## src/rtl/ttf_pkg.sv

```systemverilog
package ttf_pkg;

	localparam int ADDR_BITS = 5;
	localparam int WEIGHT_ONE = 65536;

	typedef enum logic [2:0] {
		REG_GAIN,
		REG_BIAS,
		REG_VCC,
		REG_RRATIO,
		REG_ALPHA,
		REG_BETA,
		REG_WEIGHT,
		REG_OFFSET
	} reg_idx_t;

	typedef enum logic [1:0] {
		STAT_OK   = 2'd0,
		STAT_OVF  = 2'd1,
		STAT_ROOT = 2'd2
	} status_t;

	typedef enum logic [3:0] {
		S_IDLE,
		S_MUL,
		S_VOLT,
		S_CHECK,
		S_DIV1,
		S_KSAT,
		S_TERM,
		S_DISC,
		S_SQRT,
		S_QNUM,
		S_DIV2,
		S_TEMP,
		S_FMUL,
		S_FSUM,
		S_DONE
	} state_t;

	typedef enum logic [3:0] {
		OP_NONE,
		OP_LOAD,
		OP_MUL,
		OP_VOLT,
		OP_PROD,
		OP_DSTEP,
		OP_KSAT,
		OP_TERM,
		OP_DISC,
		OP_SSTEP,
		OP_QNUM,
		OP_TEMP,
		OP_FMUL,
		OP_FSUM
	} dp_op_t;

	typedef struct packed {
		dp_op_t  op;
		logic    out_load;
		status_t res_status;
	} dp_cmd_t;

	typedef struct packed {
		logic volt_err;
		logic beta_zero;
		logic disc_neg;
		logic div_last;
		logic sqrt_last;
	} dp_stat_t;

	typedef struct packed {
		logic [31:0]        gain;
		logic signed [31:0] bias;
		logic [30:0]        vcc;
		logic [30:0]        rratio;
		logic signed [31:0] alpha;
		logic signed [31:0] beta;
		logic [16:0]        weight;
		logic signed [31:0] offset;
	} cfg_t;

endpackage

```

## src/rtl/ttf_ctrl.sv

```systemverilog
module ttf_ctrl (
	input  logic              clk,
	input  logic              arst_n,
	input  logic              in_valid,
	input  logic              in_func,
	output logic              in_ready,
	output logic              out_valid,
	input  logic              out_ready,
	input  ttf_pkg::dp_stat_t stat,
	output ttf_pkg::dp_cmd_t  cmd
);
	import ttf_pkg::*;

	state_t  state_q, state_d;
	status_t status_q, status_d;
	logic    out_valid_q, out_valid_d;

	always_ff @(posedge clk or negedge arst_n) begin
		if (!arst_n) begin
			state_q     <= S_IDLE;
			status_q    <= STAT_OK;
			out_valid_q <= 1'b0;
		end else begin
			state_q     <= state_d;
			status_q    <= status_d;
			out_valid_q <= out_valid_d;
		end
	end

	always_comb begin
		state_d        = state_q;
		status_d       = status_q;
		cmd.op         = OP_NONE;
		cmd.out_load   = 1'b0;
		cmd.res_status = status_q;
		in_ready       = (state_q == S_IDLE);
		unique case (state_q)
			S_IDLE: begin
				if (in_valid) begin
					status_d = STAT_OK;
					if (in_func) begin
						cmd.op  = OP_LOAD;
						state_d = S_MUL;
					end else begin
						state_d = S_DONE;
					end
				end
			end
			S_MUL: begin
				cmd.op  = OP_MUL;
				state_d = S_VOLT;
			end
			S_VOLT: begin
				cmd.op  = OP_VOLT;
				state_d = S_CHECK;
			end
			S_CHECK: begin
				priority if (stat.volt_err) begin
					status_d = STAT_OVF;
					state_d  = S_DONE;
				end else if (stat.beta_zero) begin
					status_d = STAT_ROOT;
					state_d  = S_DONE;
				end else begin
					cmd.op  = OP_PROD;
					state_d = S_DIV1;
				end
			end
			S_DIV1: begin
				cmd.op = OP_DSTEP;
				if (stat.div_last) state_d = S_KSAT;
			end
			S_KSAT: begin
				cmd.op  = OP_KSAT;
				state_d = S_TERM;
			end
			S_TERM: begin
				cmd.op  = OP_TERM;
				state_d = S_DISC;
			end
			S_DISC: begin
				cmd.op  = OP_DISC;
				state_d = S_SQRT;
			end
			S_SQRT: begin
				if (stat.disc_neg) begin
					status_d = STAT_ROOT;
					state_d  = S_DONE;
				end else begin
					cmd.op = OP_SSTEP;
					if (stat.sqrt_last) state_d = S_QNUM;
				end
			end
			S_QNUM: begin
				cmd.op  = OP_QNUM;
				state_d = S_DIV2;
			end
			S_DIV2: begin
				cmd.op = OP_DSTEP;
				if (stat.div_last) state_d = S_TEMP;
			end
			S_TEMP: begin
				cmd.op  = OP_TEMP;
				state_d = S_FMUL;
			end
			S_FMUL: begin
				cmd.op  = OP_FMUL;
				state_d = S_FSUM;
			end
			S_FSUM: begin
				cmd.op  = OP_FSUM;
				state_d = S_DONE;
			end
			S_DONE: begin
				if (!out_valid_q || out_ready) begin
					cmd.out_load = 1'b1;
					state_d      = S_IDLE;
				end
			end
			default: state_d = S_IDLE;
		endcase
		out_valid_d = cmd.out_load | (out_valid_q & ~out_ready);
	end

	assign out_valid = out_valid_q;

endmodule

```

## config.mk

```make
export PLATFORM = sky130hd
export DESIGN_NAME = ttf_ctrl
export DESIGN_NICKNAME = d
export VERILOG_FILES = /design/src/rtl/ttf_pkg.sv /design/src/rtl/ttf_ctrl.sv
export SDC_FILE = /design/constraint.sdc
export NUM_CORES = 1
export LEC_CHECK = 0
export BUFFER_PORTS_ARGS = -buffer_cell sky130_fd_sc_hd__buf_2
export CAP_MARGIN = 20
export CORE_MARGIN = 2
export CORE_UTILIZATION = 30
export CTS_BUF_LIST = sky130_fd_sc_hd__clkbuf_4
export CTS_CLUSTER_SIZE = 40
export DETAILED_ROUTE_END_ITERATION = 7
export PLACE_DENSITY_LB_ADDON = 0.15
export SYNTH_ARGS = -nofsm -noshare
export SYNTH_HDL_FRONTEND = slang
export SYNTH_SLANG_ARGS = --single-unit
```

## constraint.sdc

```tcl
create_clock -name clk -period 3.55 [get_ports clk]
set_input_delay 0.8875 -clock clk [delete_from_list [all_inputs] [get_ports clk]]
set_output_delay 0.8875 -clock clk [all_outputs]
set_load 0.01 [all_outputs]
```

==> results_dict.tcl <==
set metrics [dict create \
    status "completed" \
    cts_tree "done" \
    path_class "flip-flop to output pin" \
    yosys_warnings 0 \
    met2_usage_pct 22.4 \
    netlist_area_um2 657 \
    cp_data_required_time_ps 2660 \
    synthesis.nets 97 \
    numCtsBuffers 3 \
    holdBufCountCts 0 \
    finalCritPeriodShare_pct 76.4 \
    clk_path_buf_depth 2 \
    period_needed_ps 2710 \
    yosys.cell_types.count 31 \
    r2r_slack_ps 1480 \
    p_per_area_nw_per_um2 940 \
    diodes 0 \
    wl_um 1650 \
    relSlewSlack_pct 53.1 \
    coreArea_um2 2020 \
    grt_max_degree 27 \
    post-cts-setup-buffers 0 \
    cts_root_buffer "clkbuf_4" \
    drcViolationCount 0 \
    worst_slew_pin_slew_ps 704 \
    finalHoldViolCount 0 \
    r2r-start "state_q[2]" \
    cts_htree_levels 1 \
    rsz0062_at_grt "no" \
    cp_max_fo 23 \
    fmax_ghz 0.369 \
    cts_resized 0 \
    first_pass_iters 4 \
    die_height_um 50.8 \
    worst_setup_path_start_kind "flip-flop" \
    grt_usage_pct 14.9 \
    worst_r2r_path_depth 4 \
    die-area_um2 2580 \
    port_buffers 18 \
    drive_gt1_share_pct 24.3 \
    dp_slack_ps 1040 \
    row_count 16 \
    area_delta_synth_final_pct 19.4 \
    grt_pass1_wl_um 2890 \
    die_w_um 50.8 \
    overflow 0 \
    path_cells "nor2b_1 > nand2_1 > a21oi_1 > a221o_1 > buf_2" \
    grt.busiest_layer "met2" \
    crit_path_top_delay_cell "dfrtp_1" \
    cts_num_sinks 7 \
    layout.nets 114 \
    clk_pin_slew_ps 50 \
    cap_violations 0 \
    antenna_found_initial 0 \
    grt_pass1_vias 642 \
    fin_worst_skew_ps 0.301 \
    slowest_delay_ps 790 \
    slew_viol_final 0 \
    num_vias 694 \
    tns_ps 0 \
    setup_viol_count_final 0 \
    peakVddDrop_uv 326 \
    crit_family "flip-flops" \
    layout.cells.non_filler 130 \
    io_pins 19 \
    ys_ff_latch 7 \
    drt_iter0_markers 16 \
    ant_nets 0 \
    via_per_inst 5.34 \
    syn_avg_cell_area_um2 7.55 \
    p_leak_nw 0.356 \
    clk_latency_ps 240 \
    dp_cells 126 \
    dpl.hpwl_um 1220 \
    start_util_pct 32.5 \
    synthCells 87 \
    wl_per_cell_um 12.7 \
    use_met1_pct 19.8 \
    worst_slack_ps 839 \
    place_congestion 0.809 \
    hp-class "input pin to asynchronous set/reset pin" \
    yosysSeqAreaShare_pct 26.7 \
    r2r_end "state_q[2]" \
    cp-end-kind "output pin" \
    met3_usage_pct 1.79 \
    crit_arrival_ps 1820 \
    worst-path-buf-inv 1 \
]
[flip-flops by register name (all words and copies together), names as in the netlist]
register   flops
state_q        4
status_q       2
out_valid      1
[layer usage]
layer  share of wire [%]  wire, um
met1                  51       843
met2                  42       694
met3                 4.5        74
met4                 2.3        38
met5                   0         0
[worst register-to-register path, stage by stage, from the launching register on]
cell and delay, ps:
dfrtp_1 790, or4b_4 560, a31oi_4 210, a21oi_1 50, or3_1 340
[synth_stat cells]
| library cell | number | area (um2) |
|---|---|---|
| and3b_1 | 1 | 8.76 |
| o32a_1 | 3 | 30.0 |
| nand3_1 | 1 | 5.00 |
| o211ai_1 | 1 | 7.51 |
| nor3_1 | 6 | 30.0 |
| nand2_1 | 9 | 33.8 |
| buf_6 | 1 | 11.3 |
| a32o_1 | 1 | 10.0 |
| dfrtp_1 | 7 | 175 |
| inv_1 | 3 | 11.3 |
| o41ai_1 | 1 | 8.76 |
| a31oi_4 | 1 | 21.3 |
| or4_1 | 1 | 7.51 |
| clkbuf_1 | 5 | 18.8 |
| a211oi_1 | 1 | 7.51 |
| nand4bb_1 | 1 | 11.3 |
| o31ai_1 | 3 | 22.5 |
| nor3b_1 | 1 | 7.51 |
| nand2b_1 | 4 | 25.0 |
| o21ai_0 | 7 | 35.0 |
| buf_1 | 1 | 3.75 |
| mux2_1 | 1 | 11.3 |
| a221o_1 | 1 | 10.0 |
| or2_1 | 1 | 6.26 |
| nor2b_1 | 4 | 25.0 |
| or3_1 | 2 | 12.5 |
| a21oi_1 | 7 | 35.0 |
| nand4b_1 | 1 | 8.76 |
| o32ai_1 | 1 | 8.76 |
| nor2_1 | 9 | 33.8 |
| or4b_4 | 1 | 13.8 |
[how the worst max path moves through the flow]
stage | start | to | slack, ps | depth (start not counted)
finish | state_q[2] | cmd[5] | 840 | 5
global placement | stat[3] | cmd[5] | 1020 | 4
global route | state_q[1] | cmd[3] | 690 | 5
CTS | state_q[2] | cmd[5] | 830 | 5
floorplan | state_q[3] | cmd[3] | 1200 | 6
detailed placement | stat[3] | cmd[5] | 1040 | 4
[stage by stage]
step                hold slack (ps)  utilization (%)  instance area (um2)  power, mW
floorplan                       532                -                  657      0.544
global placement                476             37.3                  754      0.665
detailed placement              483             37.3                  754      0.663
CTS                             460             38.8                  785      0.746
global route                    469             38.8                  785      0.813
finish                          467             38.8                  785      0.737
[report_power, final]
part / total, mW / leakage (nW) / internal (mW) / switching, mW
Sequential: 0.213 / 0.0879 / 0.116 / 0.0975
Combinational: 0.447 / 0.249 / 0.206 / 0.241
Clock: 0.0767 / 0.0184 / 0.0503 / 0.0264
Total: 0.737 / 0.356 / 0.372 / 0.365
[layout by cell type, fill, tap and decap left out, drive strengths merged, types with 2 or more instances in the layout]
master and count:
clkbuf 4, or3 2, o21ai 7, nor3 6, nor2b 4, o31ai 3
inv 3, nand2b 4, nor2 9, o32a 3, buf 19, a21oi 7
dfrtp 7, nand2 9
[cells by family (layout without fill, tap and decap cells)]
logic type             Yosys count  count (layout)  synth area share (%)
AO/OA/AOI/OAI                   27              27                  29.9
buffers and inverters           10              26                  6.86
flip-flops                       7               7                  26.7
multiplexers                     1               1                  1.71
AND/OR/NAND/NOR                 42              42                  34.9
[cell type report]
class	count	area (um2)
sequential	7	175
fill	242	1240
clock buffer	4	30.0
timing repair buffer	19	97.6
multi-input combinational	70	437
inverter	3	11.3
tap	27	33.8
Note: power is estimated with default switching activity, not from simulation.
