$ cat config.mk
export PLATFORM = sky130hd
export DESIGN_NAME = ttf_regs
export DESIGN_NICKNAME = d
export VERILOG_FILES = /design/src/rtl/ttf_pkg.sv /design/src/rtl/ttf_regs.sv
export SDC_FILE = /design/constraint.sdc
export NUM_CORES = 1
export LEC_CHECK = 0
export BUFFER_PORTS_ARGS = -buffer_cell sky130_fd_sc_hd__buf_2
export CORE_MARGIN = 2
export CORE_UTILIZATION = 25
export CTS_CLUSTER_DIAMETER = 120
export DETAILED_ROUTE_END_ITERATION = 8
export GPL_TIMING_DRIVEN = 0
export HOLD_SLACK_MARGIN = 0.15
export PLACE_DENSITY = 0.4
export REMOVE_ABC_BUFFERS = 1
export SLEW_MARGIN = 0
export SYNTH_ARGS = -nofsm -noshare
export SYNTH_HDL_FRONTEND = slang
export SYNTH_SLANG_ARGS = --single-unit
$ cat constraint.sdc
create_clock -name clk -period 1.6 [get_ports clk]
set_input_delay 0.16 -clock clk [delete_from_list [all_inputs] [get_ports clk]]
set_output_delay 0.16 -clock clk [all_outputs]
set_load 0.03 [all_outputs]
$ cat src/rtl/ttf_pkg.sv
package ttf_pkg;

	localparam int ADDR_BITS = 5;
	localparam int WEIGHT_ONE = 65536;

	typedef enum logic [2:0] {
		REG_GAIN,
		REG_BIAS,
		REG_VCC,
		REG_RRATIO,
		REG_ALPHA,
		REG_BETA,
		REG_WEIGHT,
		REG_OFFSET
	} reg_idx_t;

	typedef enum logic [1:0] {
		STAT_OK   = 2'd0,
		STAT_OVF  = 2'd1,
		STAT_ROOT = 2'd2
	} status_t;

	typedef enum logic [3:0] {
		S_IDLE,
		S_MUL,
		S_VOLT,
		S_CHECK,
		S_DIV1,
		S_KSAT,
		S_TERM,
		S_DISC,
		S_SQRT,
		S_QNUM,
		S_DIV2,
		S_TEMP,
		S_FMUL,
		S_FSUM,
		S_DONE
	} state_t;

	typedef enum logic [3:0] {
		OP_NONE,
		OP_LOAD,
		OP_MUL,
		OP_VOLT,
		OP_PROD,
		OP_DSTEP,
		OP_KSAT,
		OP_TERM,
		OP_DISC,
		OP_SSTEP,
		OP_QNUM,
		OP_TEMP,
		OP_FMUL,
		OP_FSUM
	} dp_op_t;

	typedef struct packed {
		dp_op_t  op;
		logic    out_load;
		status_t res_status;
	} dp_cmd_t;

	typedef struct packed {
		logic volt_err;
		logic beta_zero;
		logic disc_neg;
		logic div_last;
		logic sqrt_last;
	} dp_stat_t;

	typedef struct packed {
		logic [31:0]        gain;
		logic signed [31:0] bias;
		logic [30:0]        vcc;
		logic [30:0]        rratio;
		logic signed [31:0] alpha;
		logic signed [31:0] beta;
		logic [16:0]        weight;
		logic signed [31:0] offset;
	} cfg_t;

endpackage

$ cat src/rtl/ttf_regs.sv
module ttf_regs (
	input  logic                            clk,
	input  logic                            arst_n,
	input  logic                            psel,
	input  logic                            penable,
	input  logic                            pwrite,
	input  logic [ttf_pkg::ADDR_BITS-1:0]   paddr,
	input  logic [31:0]                     pwdata,
	output logic [31:0]                     prdata,
	output logic                            pready,
	output ttf_pkg::cfg_t                   cfg
);
	import ttf_pkg::*;

	cfg_t     cfg_q;
	reg_idx_t idx;
	logic     wr_en;

	assign idx    = reg_idx_t'(paddr[ADDR_BITS-1:2]);
	assign wr_en  = psel & penable & pwrite;
	assign pready = 1'b1;
	assign cfg    = cfg_q;

	always_ff @(posedge clk or negedge arst_n) begin
		if (!arst_n) begin
			cfg_q.gain   <= '0;
			cfg_q.bias   <= '0;
			cfg_q.vcc    <= 31'd327680;
			cfg_q.rratio <= 31'd65536;
			cfg_q.alpha  <= '0;
			cfg_q.beta   <= '0;
			cfg_q.weight <= 17'd65536;
			cfg_q.offset <= '0;
		end else if (wr_en) begin
			unique case (idx)
				REG_GAIN:   cfg_q.gain   <= pwdata;
				REG_BIAS:   cfg_q.bias   <= pwdata;
				REG_VCC:    cfg_q.vcc    <= pwdata[30:0];
				REG_RRATIO: cfg_q.rratio <= pwdata[30:0];
				REG_ALPHA:  cfg_q.alpha  <= pwdata;
				REG_BETA:   cfg_q.beta   <= pwdata;
				REG_WEIGHT: cfg_q.weight <= pwdata[16:0];
				REG_OFFSET: cfg_q.offset <= pwdata;
			endcase
		end
	end

	always_comb begin
		unique case (idx)
			REG_GAIN:   prdata = cfg_q.gain;
			REG_BIAS:   prdata = cfg_q.bias;
			REG_VCC:    prdata = {1'b0, cfg_q.vcc};
			REG_RRATIO: prdata = {1'b0, cfg_q.rratio};
			REG_ALPHA:  prdata = cfg_q.alpha;
			REG_BETA:   prdata = cfg_q.beta;
			REG_WEIGHT: prdata = {15'd0, cfg_q.weight};
			REG_OFFSET: prdata = cfg_q.offset;
		endcase
	end

endmodule

==> out/qor.yml, run 1 <==
outcome:
  run_status: "finished, violations left"
  failed_checks: "negative setup slack"
timing:
  final-setup-viol-count: 32
  worst_hold_margin_ns: 0.0403
  setup_tns_ns: -4.18
  worst_margin_slew_ns: 0.794
  report.final.slew_viol_count: 0
  fin_ws_ns: -0.293
  finalHoldViolCount: 0
  maximum_clock_skew_at_final_layout_ns: 0
  finalCriticalPeriod_ns: 1.89
  timing.slew.headroom_pct: 47.0
  max_freq_mhz: 528
  period_utilization_pct: 118
  rsz0062_at_grt: "true"
clocking:
  holdBufCountCts: 33
  clkSlewWorstSetupHoldPaths_ns: 0.06
  cts_tree: "built"
  clock_tree.root_cell: "sky130_fd_sc_hd__clkbuf_16"
  clock_insertion_delay_worst_skew_ns: 0.56
  cts.path.max_buffers: 3
  number_of_buffers_created_by_cts: 30
  clock-sinks: 239
  depth_of_the_cts_h_tree: 1
final_layout:
  layout.cells.most_common: "sky130_fd_sc_hd__buf_2"
  insertedDiodeCount: 0
  areaGrowthSynthToFinish_pct: 47.4
  final_design_area_no_fill_um2: 16100
  largest_reg_flops: 239
  layout.cells.most_common_list: "sky130_fd_sc_hd__buf_2, sky130_fd_sc_hd__dfrtp_1, sky130_fd_sc_hd__mux2_2"
  final_net_count: 1308
  post_route_cells_drive_above_1_share_pct: 60.7
setup_path:
  cp_slowest_stage_delay_ns: 0.46
  cp_cell_sequence: "mux4_2 -> o21a_1 -> buf_6"
  cp-start-kind: "flop"
  critPathArrivalTime_ns: 1.73
  critPathTopFamily: "multiplexers"
  path_max_fanout: 2
  worst_setup_path_end_kind: "output pin"
  critPathBufInv: 1
  worst-setup-path-type: "reg -> out"
  critical_path.slowest_cell: "sky130_fd_sc_hd__mux4_2"
  crit_required_ns: 1.44
floorplan:
  die_height_um: 213
  die_area_um2: 45300
  pin_count: 314
  rows: 76
  coreArea_um2: 43100
  chipWidth_um: 213
  start_util_pct: 25.3
logic_synthesis:
  synth_cell_types: 42
  synth.yosys.seq_area_share_pct: 54.9
  synth_compound_gate_area_share_pct: 7.04
  synth_edf_count: 0
  post_synth_and_or_nand_nor_area_fraction_pct: 3.36
  yosys.area.top_type: "sky130_fd_sc_hd__dfrtp_1"
  synth_xor_xnor_area_share_pct: 0
  synth.mux.area_fraction_pct: 31.4
  postSynthRegisterBits: 239
  syn_warnings: 0
  synth_adder_area_share_pct: 0
  synth_top_flop_cell: "sky130_fd_sc_hd__dfrtp_1"
  avgSynthCellArea_um2: 13.9
  synth_top_family_by_area: "multiplexers"
  post_synth_inst_count: 784
  synth.top_cell.area_share_pct: 54.0
  most_area_consuming_cells_after_synthesis: "sky130_fd_sc_hd__dfrtp_1, sky130_fd_sc_hd__mux2_2, sky130_fd_sc_hd__mux2i_1"
  async_flop_share_pct: 100
  post_synth_instance_area_um2: 10900
detailed_routing:
  postRouteAntennaNets: 0
  wl_um: 43900
  dr.pass1.iters: 4
  route.detailed.vias_per_inst: 4.57
  detail_route.wl_per_cell_um: 23.5
  drt_iter0_drc: 367
  route.detailed.drc: 0
  via_count: 8559
global_routing:
  largest_net_degree_at_the_start_of_global_routing: 107
  antenna_found_initial: 0
  first_global_vias: 9101
  globalRouteOverflowTotal: 0
  track_usage_pct: 19.1
  grt_pass1_wl_um: 63300
power:
  power_switching_share_pct: 36.5
  power.clock.fraction_pct: 29.7
  power_leakage_nw: 7.90
  pwrdens_nw_per_um2: 1420
  pwr-share-seq_pct: 35.2
  internal-power_mw: 14.5
  power.ir.vdd_worst_v: 0.000765
  pwr-share-comb_pct: 35.1
  power.switching_mw: 8.34
min_path:
  min-delay-path-class: "in -> async"
placement:
  placement.setup.worst_slack_ns: -2.60
  postPlaceCellArea_um2: 13200
  port_buffers: 310
  place_congestion: 0.693
  dp.final_hpwl_um: 25800
run:
  timing.max_cap.violations: 0
-- final timing paths --
path	slack, ns	startpoint	end	cells past startpoint
worst max-delay path	-0.29	cfg[17]	prdata[17]	3
worst min-delay path	0.04	arst_n	cfg[66]	2
worst max register to register	0.58	cfg[125]	cfg[125]	3
worst min register to register	0.52	cfg[173]	cfg[173]	1
max in group asynchronous	0.39	arst_n	cfg[162]	4
min in group clk	0.34	penable	cfg[100]	6
-- Yosys cell counts, drive strengths merged, types with 3 or more instances --
cell	number
a211oi	8
a21oi	25
buf	43
clkbuf	9
dfrtp	235
dfstp	4
inv	4
mux2	236
mux2i	70
mux4	3
nand2	14
nand2b	4
nor2	27
nor2b	8
o21ai	25
o22a	23
o22ai	20
o2bb2ai	4
-- kinds of logic (layout without fill, tap and decap cells) --
kind of cell / count (synthesis) / after routing
flip-flops: 239 / 239
AND/OR/NAND/NOR: 63 / 65
buffers and inverters: 56 / 557
AO/OA/AOI/OAI: 116 / 116
multiplexers: 309 / 309
other: 1 / 1
-- final cells by class --
cell class	count	area, um2
fillers	4337	27000
flip-flops and latches	239	5990
multi-input cells	491	4700
repair buffers	499	3640
clock buffers	47	926
well taps	585	732
clock inverters	6	55.1
inverters	4	18.8
repair inverters	1	7.51
-- power by group through the flow --
| stage | registers, mW | logic [mW] | clock network, mW |
|---|---|---|---|
| finish | 8.04 | 8.01 | 6.79 |
| global route | 8.21 | 8.49 | 7.25 |
| CTS | 8.04 | 7.98 | 7.02 |
| detailed placement | 8.30 | 6.67 | 0 |
| global placement | 8.25 | 6.64 | 0 |
| floorplan | 10.5 | 1.93 | 0 |
-- per-stage QoR --
step	std cells	power [mW]	util, %
after floorplan	732	12.4	-
after global placement	1627	14.9	29.8
after detailed placement	1640	15.0	30.6
after CTS	1857	23.0	36.9
after global routing	1872	23.9	37.3
final	1872	22.8	37.3
-- repair_timing --
action	4_1_cts	5_1_grt
setup endpoints to repair	271	67
gates resized for setup	97	13
pin swaps	52	22
setup buffers	126	14
gates cloned	5	1
hold endpoints to repair	369	34
-- layer usage --
| layer | global-route usage (%) | share of wire (%) | wire, um | up-vias |
|---|---|---|---|---|
| met5 | 0 | 0 | 0 | - |
| met4 | 3.47 | 1.7 | 731 | 0 |
| met3 | 4.54 | 6.1 | 2690 | 45 |
| met2 | 32.5 | 48 | 21200 | 232 |
| met1 | 25.0 | 44 | 19300 | 4420 |
| li1 | - | - | - | 3862 |
No activity file was read; power rests on OpenSTA's default activity.
==> inputs of run 2 (changes only) <==
--- a/config.mk
+++ b/config.mk
@@ -5,6 +5,7 @@
 export SDC_FILE = /design/constraint.sdc
 export NUM_CORES = 1
 export LEC_CHECK = 0
+export ABC_AREA = 1
 export BUFFER_PORTS_ARGS = -buffer_cell sky130_fd_sc_hd__buf_2
 export CORE_MARGIN = 2
 export CORE_UTILIZATION = 25
==> run 2 against run 1 <==
Effect of this change:
- the run still ends with negative setup slack left
- utilization increased by 1.0 points
- critical path depth is 2 higher
- design area rose by 3.2%
- sequential power is 2% higher
- first-iteration DRC count up 130%
- sequential cell count unchanged
- worst setup slack improved by 0.19 ns
==> out/qor.yml, run 2 <==
setup_path:
  path_max_fanout: 3
  critPathArrivalTime_ns: 1.54
  worstReg2RegEnd: "cfg[175]"
  reg2reg_slack_ns: 0.68
  worstRegToRegCells: 4
  worst-setup-path-type: "reg -> out"
  worst_setup_path_end_kind: "output pin"
  crit_end: "prdata[18]"
  crit_required_ns: 1.44
  reg2reg_from: "cfg[175]"
  setup.worst_path.start: "cfg[162]"
  cp-start-kind: "flop"
timing:
  report.final.slew_viol_count: 0
  max_freq_mhz: 588
  rsz0062_at_grt: "true"
  period_utilization_pct: 106
  maximum_clock_skew_at_final_layout_ns: 0
  final-setup-viol-count: 21
  timing.slew.headroom_pct: 39.5
  fin_ws_ns: -0.101
  finalCriticalPeriod_ns: 1.70
  worst_margin_slew_ns: 0.907
  finalHoldViolCount: 0
placement:
  dp.final_hpwl_um: 28100
  postPlaceCellArea_um2: 13200
  port_buffers: 310
  place_congestion: 0.753
  placedCellCount: 2146
final_layout:
  finish.cell_count_without_fillers: 2390
  post_route_cells_drive_above_1_share_pct: 32.3
  insertedDiodeCount: 0
  areaGrowthSynthToFinish_pct: 50.6
  final_net_count: 1826
  final_design_area_no_fill_um2: 16600
  largest_reg_flops: 239
  layout.cells.most_common_list: "sky130_fd_sc_hd__buf_2, sky130_fd_sc_hd__nand2_1, sky130_fd_sc_hd__dfrtp_1"
  layout.cells.most_common: "sky130_fd_sc_hd__buf_2"
detailed_routing:
  via_count: 11200
  wl_um: 51400
  drt_iter0_drc: 834
  postRouteAntennaNets: 0
  dr.pass1.iters: 5
  detail_route.wl_per_cell_um: 21.5
  route.detailed.vias_per_inst: 4.67
  route.detailed.drc: 0
logic_synthesis:
  avgSynthCellArea_um2: 8.25
  most_area_consuming_cells_after_synthesis: "sky130_fd_sc_hd__dfrtp_1, sky130_fd_sc_hd__nand2_1, sky130_fd_sc_hd__nand4_1"
  post_synth_inst_count: 1336
  post_synth_instance_area_um2: 11000
  syn_warnings: 0
  synth.yosys.seq_area_share_pct: 54.3
  yosys.area.top_type: "sky130_fd_sc_hd__dfrtp_1"
  synth_cell_types: 24
  async_flop_share_pct: 100
  netlist_top_cells_count: "sky130_fd_sc_hd__nand2_1, sky130_fd_sc_hd__dfrtp_1, sky130_fd_sc_hd__nor2_1"
  synth.top_cell.area_share_pct: 53.4
  synth_edf_count: 0
  synth_top_flop_cell: "sky130_fd_sc_hd__dfrtp_1"
  synth_most_common_cell: "sky130_fd_sc_hd__nand2_1"
  postSynthRegisterBits: 239
outcome:
  failed_checks: "negative setup slack"
  run_status: "finished, violations left"
clocking:
  number_of_buffers_created_by_cts: 30
  depth_of_the_cts_h_tree: 1
  holdBufCountCts: 34
  clock_insertion_delay_worst_skew_ns: 0.56
  clkSlewWorstSetupHoldPaths_ns: 0.06
  clock_tree.root_cell: "sky130_fd_sc_hd__clkbuf_16"
  clock-sinks: 239
  cts.path.max_buffers: 3
  cts_tree: "built"
power:
  power_switching_share_pct: 39.4
  pwr-share-seq_pct: 34.7
  power.ir.vdd_worst_v: 0.000763
  power.clock.fraction_pct: 28.0
  pwr-share-comb_pct: 37.3
  power.switching_mw: 9.27
  internal-power_mw: 14.3
  pwrdens_nw_per_um2: 1420
  power_leakage_nw: 8.48
  power.total_mw: 23.6
floorplan:
  die_height_um: 214
  coreArea_um2: 43300
  start_util_pct: 25.5
  die_area_um2: 45800
  chipWidth_um: 214
  rows: 76
  pin_count: 314
global_routing:
  antenna_found_initial: 1
  globalRouteMet2Util_pct: 35.5
  grt_pass1_wl_um: 74500
  first_global_vias: 10700
  groute.layer.met3.usage_pct: 5.67
  globalRoute.busiestLayer: "met2"
  largest_net_degree_at_the_start_of_global_routing: 104
  gr_layer_usage_met1_pct: 29.5
  globalRouteOverflowTotal: 0
  track_usage_pct: 21.8
run:
  timing.max_cap.violations: 0
min_path:
  min-delay-path-class: "in -> async"
## run 2: cell types whose count changed in the layout (fill, tap and decap cells not counted), sizes merged, moves of 20 or more
cell / delta
o22ai: -20
o21ai: +120
nand3: +66
a21oi: +70
mux2i: -70
o22a: -23
mux2: -236
nand2: +248
inv: +82
nand4: +127
nor2: +181
## run 2: kinds of logic (layout without fill, tap and decap cells)
logic type | Yosys count | after routing | share of synthesized area [%]
AND/OR/NAND/NOR | 670 | 670 | 27.2
buffers and inverters | 186 | 655 | 7.56
other | 1 | 1 | 0.0340
flip-flops | 239 | 239 | 54.3
AO/OA/AOI/OAI | 240 | 240 | 10.9
## run 2: per-stage QoR
stage / setup TNS [ns] / hold slack (ns) / util, % / setup slack [ns]
after floorplan: -78.04 / -0.136 / - / -0.531
after global placement: -2081.46 / 0.384 / 29.5 / -4.52
after detailed placement: -399.51 / 0.132 / 30.6 / -2.42
after CTS: -1.80 / 0.0825 / 37.3 / -0.130
after global routing: -3.47 / 0.113 / 38.3 / -0.225
final: -0.531 / 0.0938 / 38.3 / -0.101
## run 2: metal layers
metal	wire length, um	share of wire (%)
met1	23200	45
met2	23800	46
met3	3670	7.2
met4	683	1.3
met5	0	0
## run 2: area by class of cell
cell class	count	area [um2]
inverter	84	380
timing repair buffer	517	4170
tap	585	732
timing repair inverter	1	8.76
multi-input combinational	911	4390
clock buffer	50	887
sequential	239	5990
clock inverter	3	40.0
fill	4538	26700
## run 2: power groups by stage
stage                     registers [mW]  logic, mW  clock network, mW
after floorplan                     10.9       1.91                  0
after global placement              8.43       7.01                  0
after detailed placement            8.46       7.10                  0
after CTS                           8.21       8.47               6.76
after global routing                8.34       9.40               6.96
final                               8.18       8.79               6.59
## run 2: worst min-delay path by stage
stage / cells after the start / to / start
floorplan: 0 / cfg[0] / arst_n
global placement: 3 / cfg[36] / pwdata[4]
detailed placement: 1 / cfg[41] / arst_n
CTS: 2 / cfg[0] / arst_n
global route: 2 / cfg[0] / arst_n
finish: 2 / cfg[0] / arst_n
## run 2: worst max-delay path, stage by stage (launching register included)
cell and delay, ns:
sky130_fd_sc_hd__dfstp_2 0.54, sky130_fd_sc_hd__nand4_1 0.09, sky130_fd_sc_hd__nand2_1 0.07, sky130_fd_sc_hd__nor2_1 0.04, sky130_fd_sc_hd__nand3_1 0.08, sky130_fd_sc_hd__buf_6 0.14
## run 2: what timing repair did
item	in CTS	in global routing
buffers inserted	100	43
gates resized for setup	114	36
setup endpoints to repair	267	69
endpoints found under the hold margin	374	36
pin swaps	34	39
cloned	14	0
==> inputs of run 3 (changes only) <==
--- a/config.mk
+++ b/config.mk
@@ -15,6 +15,7 @@
 export HOLD_SLACK_MARGIN = 0.15
 export PLACE_DENSITY = 0.4
 export REMOVE_ABC_BUFFERS = 1
+export SETUP_SLACK_MARGIN = 0.2
 export SLEW_MARGIN = 0
 export SYNTH_ARGS = -nofsm -noshare
 export SYNTH_HDL_FRONTEND = slang
==> run 3 against run 2 <==
Effect of this change:
- the flow finishes with violations (negative hold slack, negative setup slack)
- utilization is 2.7 points higher
- hold slack worse by 0.58 ns
- fmax is 0.11% lower
- critical path depth stayed put
- sequential cell count stayed put
- sequential share of layout area is 2.4 points lower
- critical endpoint unchanged
- global-route usage is 0.055 points lower
==> out/qor.yml, run 3 (synthesis results as in run 2) <==
global_routing:
  grt_pass1_wl_um: 74400
  track_usage_pct: 21.7
  first_global_vias: 10700
  antenna_found_initial: 1
  globalRouteOverflowTotal: 0
  largest_net_degree_at_the_start_of_global_routing: 104
detailed_routing:
  dr.pass1.iters: 7
  drt_iter0_drc: 845
  route.detailed.drc: 0
  via_count: 11300
  detail_route.wl_per_cell_um: 21.6
  route.detailed.vias_per_inst: 4.69
  postRouteAntennaNets: 0
  wl_um: 52000
setup_path:
  worstRegToRegCells: 5
  crit_required_ns: 1.44
  critical_path.slowest_cell: "sky130_fd_sc_hd__dfstp_2"
  reg2reg_from: "cfg[52]"
  reg2reg_slack_ns: 0.60
  worst-setup-path-type: "reg -> out"
  critPathArrivalTime_ns: 1.54
  critPathTopFamily: "flip-flops"
  path_max_fanout: 2
  worst_setup_path_end_kind: "output pin"
  crit_cells: 5
  cp-start-kind: "flop"
  worstReg2RegEnd: "cfg[52]"
  critPathBufInv: 1
  cp_slowest_stage_delay_ns: 0.54
  cp_cell_sequence: "nand4_1 -> nand2_1 -> nor2_1 -> nand3_1 -> buf_6"
final_layout:
  largest_reg_flops: 239
  layout.cells.most_common: "sky130_fd_sc_hd__nand2_1"
  layout.cells.most_common_list: "sky130_fd_sc_hd__nand2_1, sky130_fd_sc_hd__dfrtp_1, sky130_fd_sc_hd__buf_6"
  post_route_cells_drive_above_1_share_pct: 32.9
  areaGrowthSynthToFinish_pct: 61.4
  finish.cell_count_without_fillers: 2402
  insertedDiodeCount: 0
  final_design_area_no_fill_um2: 17800
  final_net_count: 1838
floorplan:
  rows: 76
  start_util_pct: 25.5
  die_area_um2: 45800
  die_height_um: 214
  coreArea_um2: 43300
  pin_count: 314
  chipWidth_um: 214
clocking:
  clock-sinks: 239
  cts.path.max_buffers: 3
  clock_insertion_delay_worst_skew_ns: 0.56
  clkSlewWorstSetupHoldPaths_ns: 0.06
  depth_of_the_cts_h_tree: 1
  cts_tree: "built"
  number_of_buffers_created_by_cts: 30
  holdBufCountCts: 32
  clock_tree.root_cell: "sky130_fd_sc_hd__clkbuf_16"
power:
  power.ir.vdd_worst_v: 0.000763
  pwrdens_nw_per_um2: 1400
  power.total_mw: 24.9
  power_leakage_nw: 8.80
timing:
  max_freq_mhz: 587
  rsz0062_at_grt: "true"
  fin_ws_ns: -0.103
  maximum_clock_skew_at_final_layout_ns: 0
  finalHoldViolCount: 84
  report.final.slew_viol_count: 0
  timing.slew.headroom_pct: 58.3
  period_utilization_pct: 106
  final-setup-viol-count: 31
  worst_hold_margin_ns: -0.481
  worst_margin_slew_ns: 0.626
  finalCriticalPeriod_ns: 1.70
placement:
  port_buffers: 310
  place_congestion: 0.753
  placement.setup.worst_slack_ns: -2.42
  postPlaceCellArea_um2: 13200
  dp.final_hpwl_um: 28100
  placedCellCount: 2146
run:
  timing.max_cap.violations: 0
outcome:
  run_status: "finished, violations left"
  failed_checks: "negative hold slack, negative setup slack"
min_path:
  min-delay-path-class: "in -> async"
## run 3: worst max path at each step
stage,start,end,slack [ns]
floorplan,paddr[4],cfg[175],-0.53
global placement,arst_n,cfg[78],-4.52
detailed placement,paddr[3],cfg[190],-2.42
CTS,cfg[162],prdata[18],-0.12
global route,cfg[162],prdata[18],-0.21
finish,cfg[162],prdata[18],-0.10
## run 3: layer usage
layer	routed length (um)	global-route usage, %	vias to the layer above
met1	23500	29.6	5453
li1	-	-	5397
met2	24100	35.2	367
met5	0	0	-
met3	3610	5.69	55
met4	761	3.40	0
## run 3: per-stage QoR
stage	setup TNS [ns]	hold WS (ns)	utilization, %
floorplan	-78.04	-0.136	-
global placement	-2081.46	0.384	29.5
detailed placement	-399.51	0.132	30.6
CTS	-1.79	-0.471	37.5
global route	-3.72	-0.453	41.1
finish	-0.893	-0.481	41.1
## run 3: area by class of cell
type | instances | area (um2)
Timing Repair inverter | 1 | 8.76
Timing Repair Buffer | 528 | 5330
Clock inverter | 3 | 40.0
Clock buffer | 50 | 887
Sequential cell | 239 | 5990
Inverter | 84 | 384
Multi-Input combinational cell | 912 | 4410
Tap cell | 585 | 732
Fill cell | 4397 | 25500
## run 3: where the power goes
part	internal, mW	switching, mW
Sequential	7.34	0.928
Combinational	4.13	5.91
Clock	3.88	2.68
## run 3: repair_timing
| action | in CTS | in global routing |
|---|---|---|
| endpoints found under the hold margin | 374 | 135 |
| setup endpoints to repair | 275 | 209 |
| resized for setup | 124 | 447 |
| setup buffers | 106 | 50 |
| pin swaps | 39 | 40 |
| cloned | 14 | 1 |
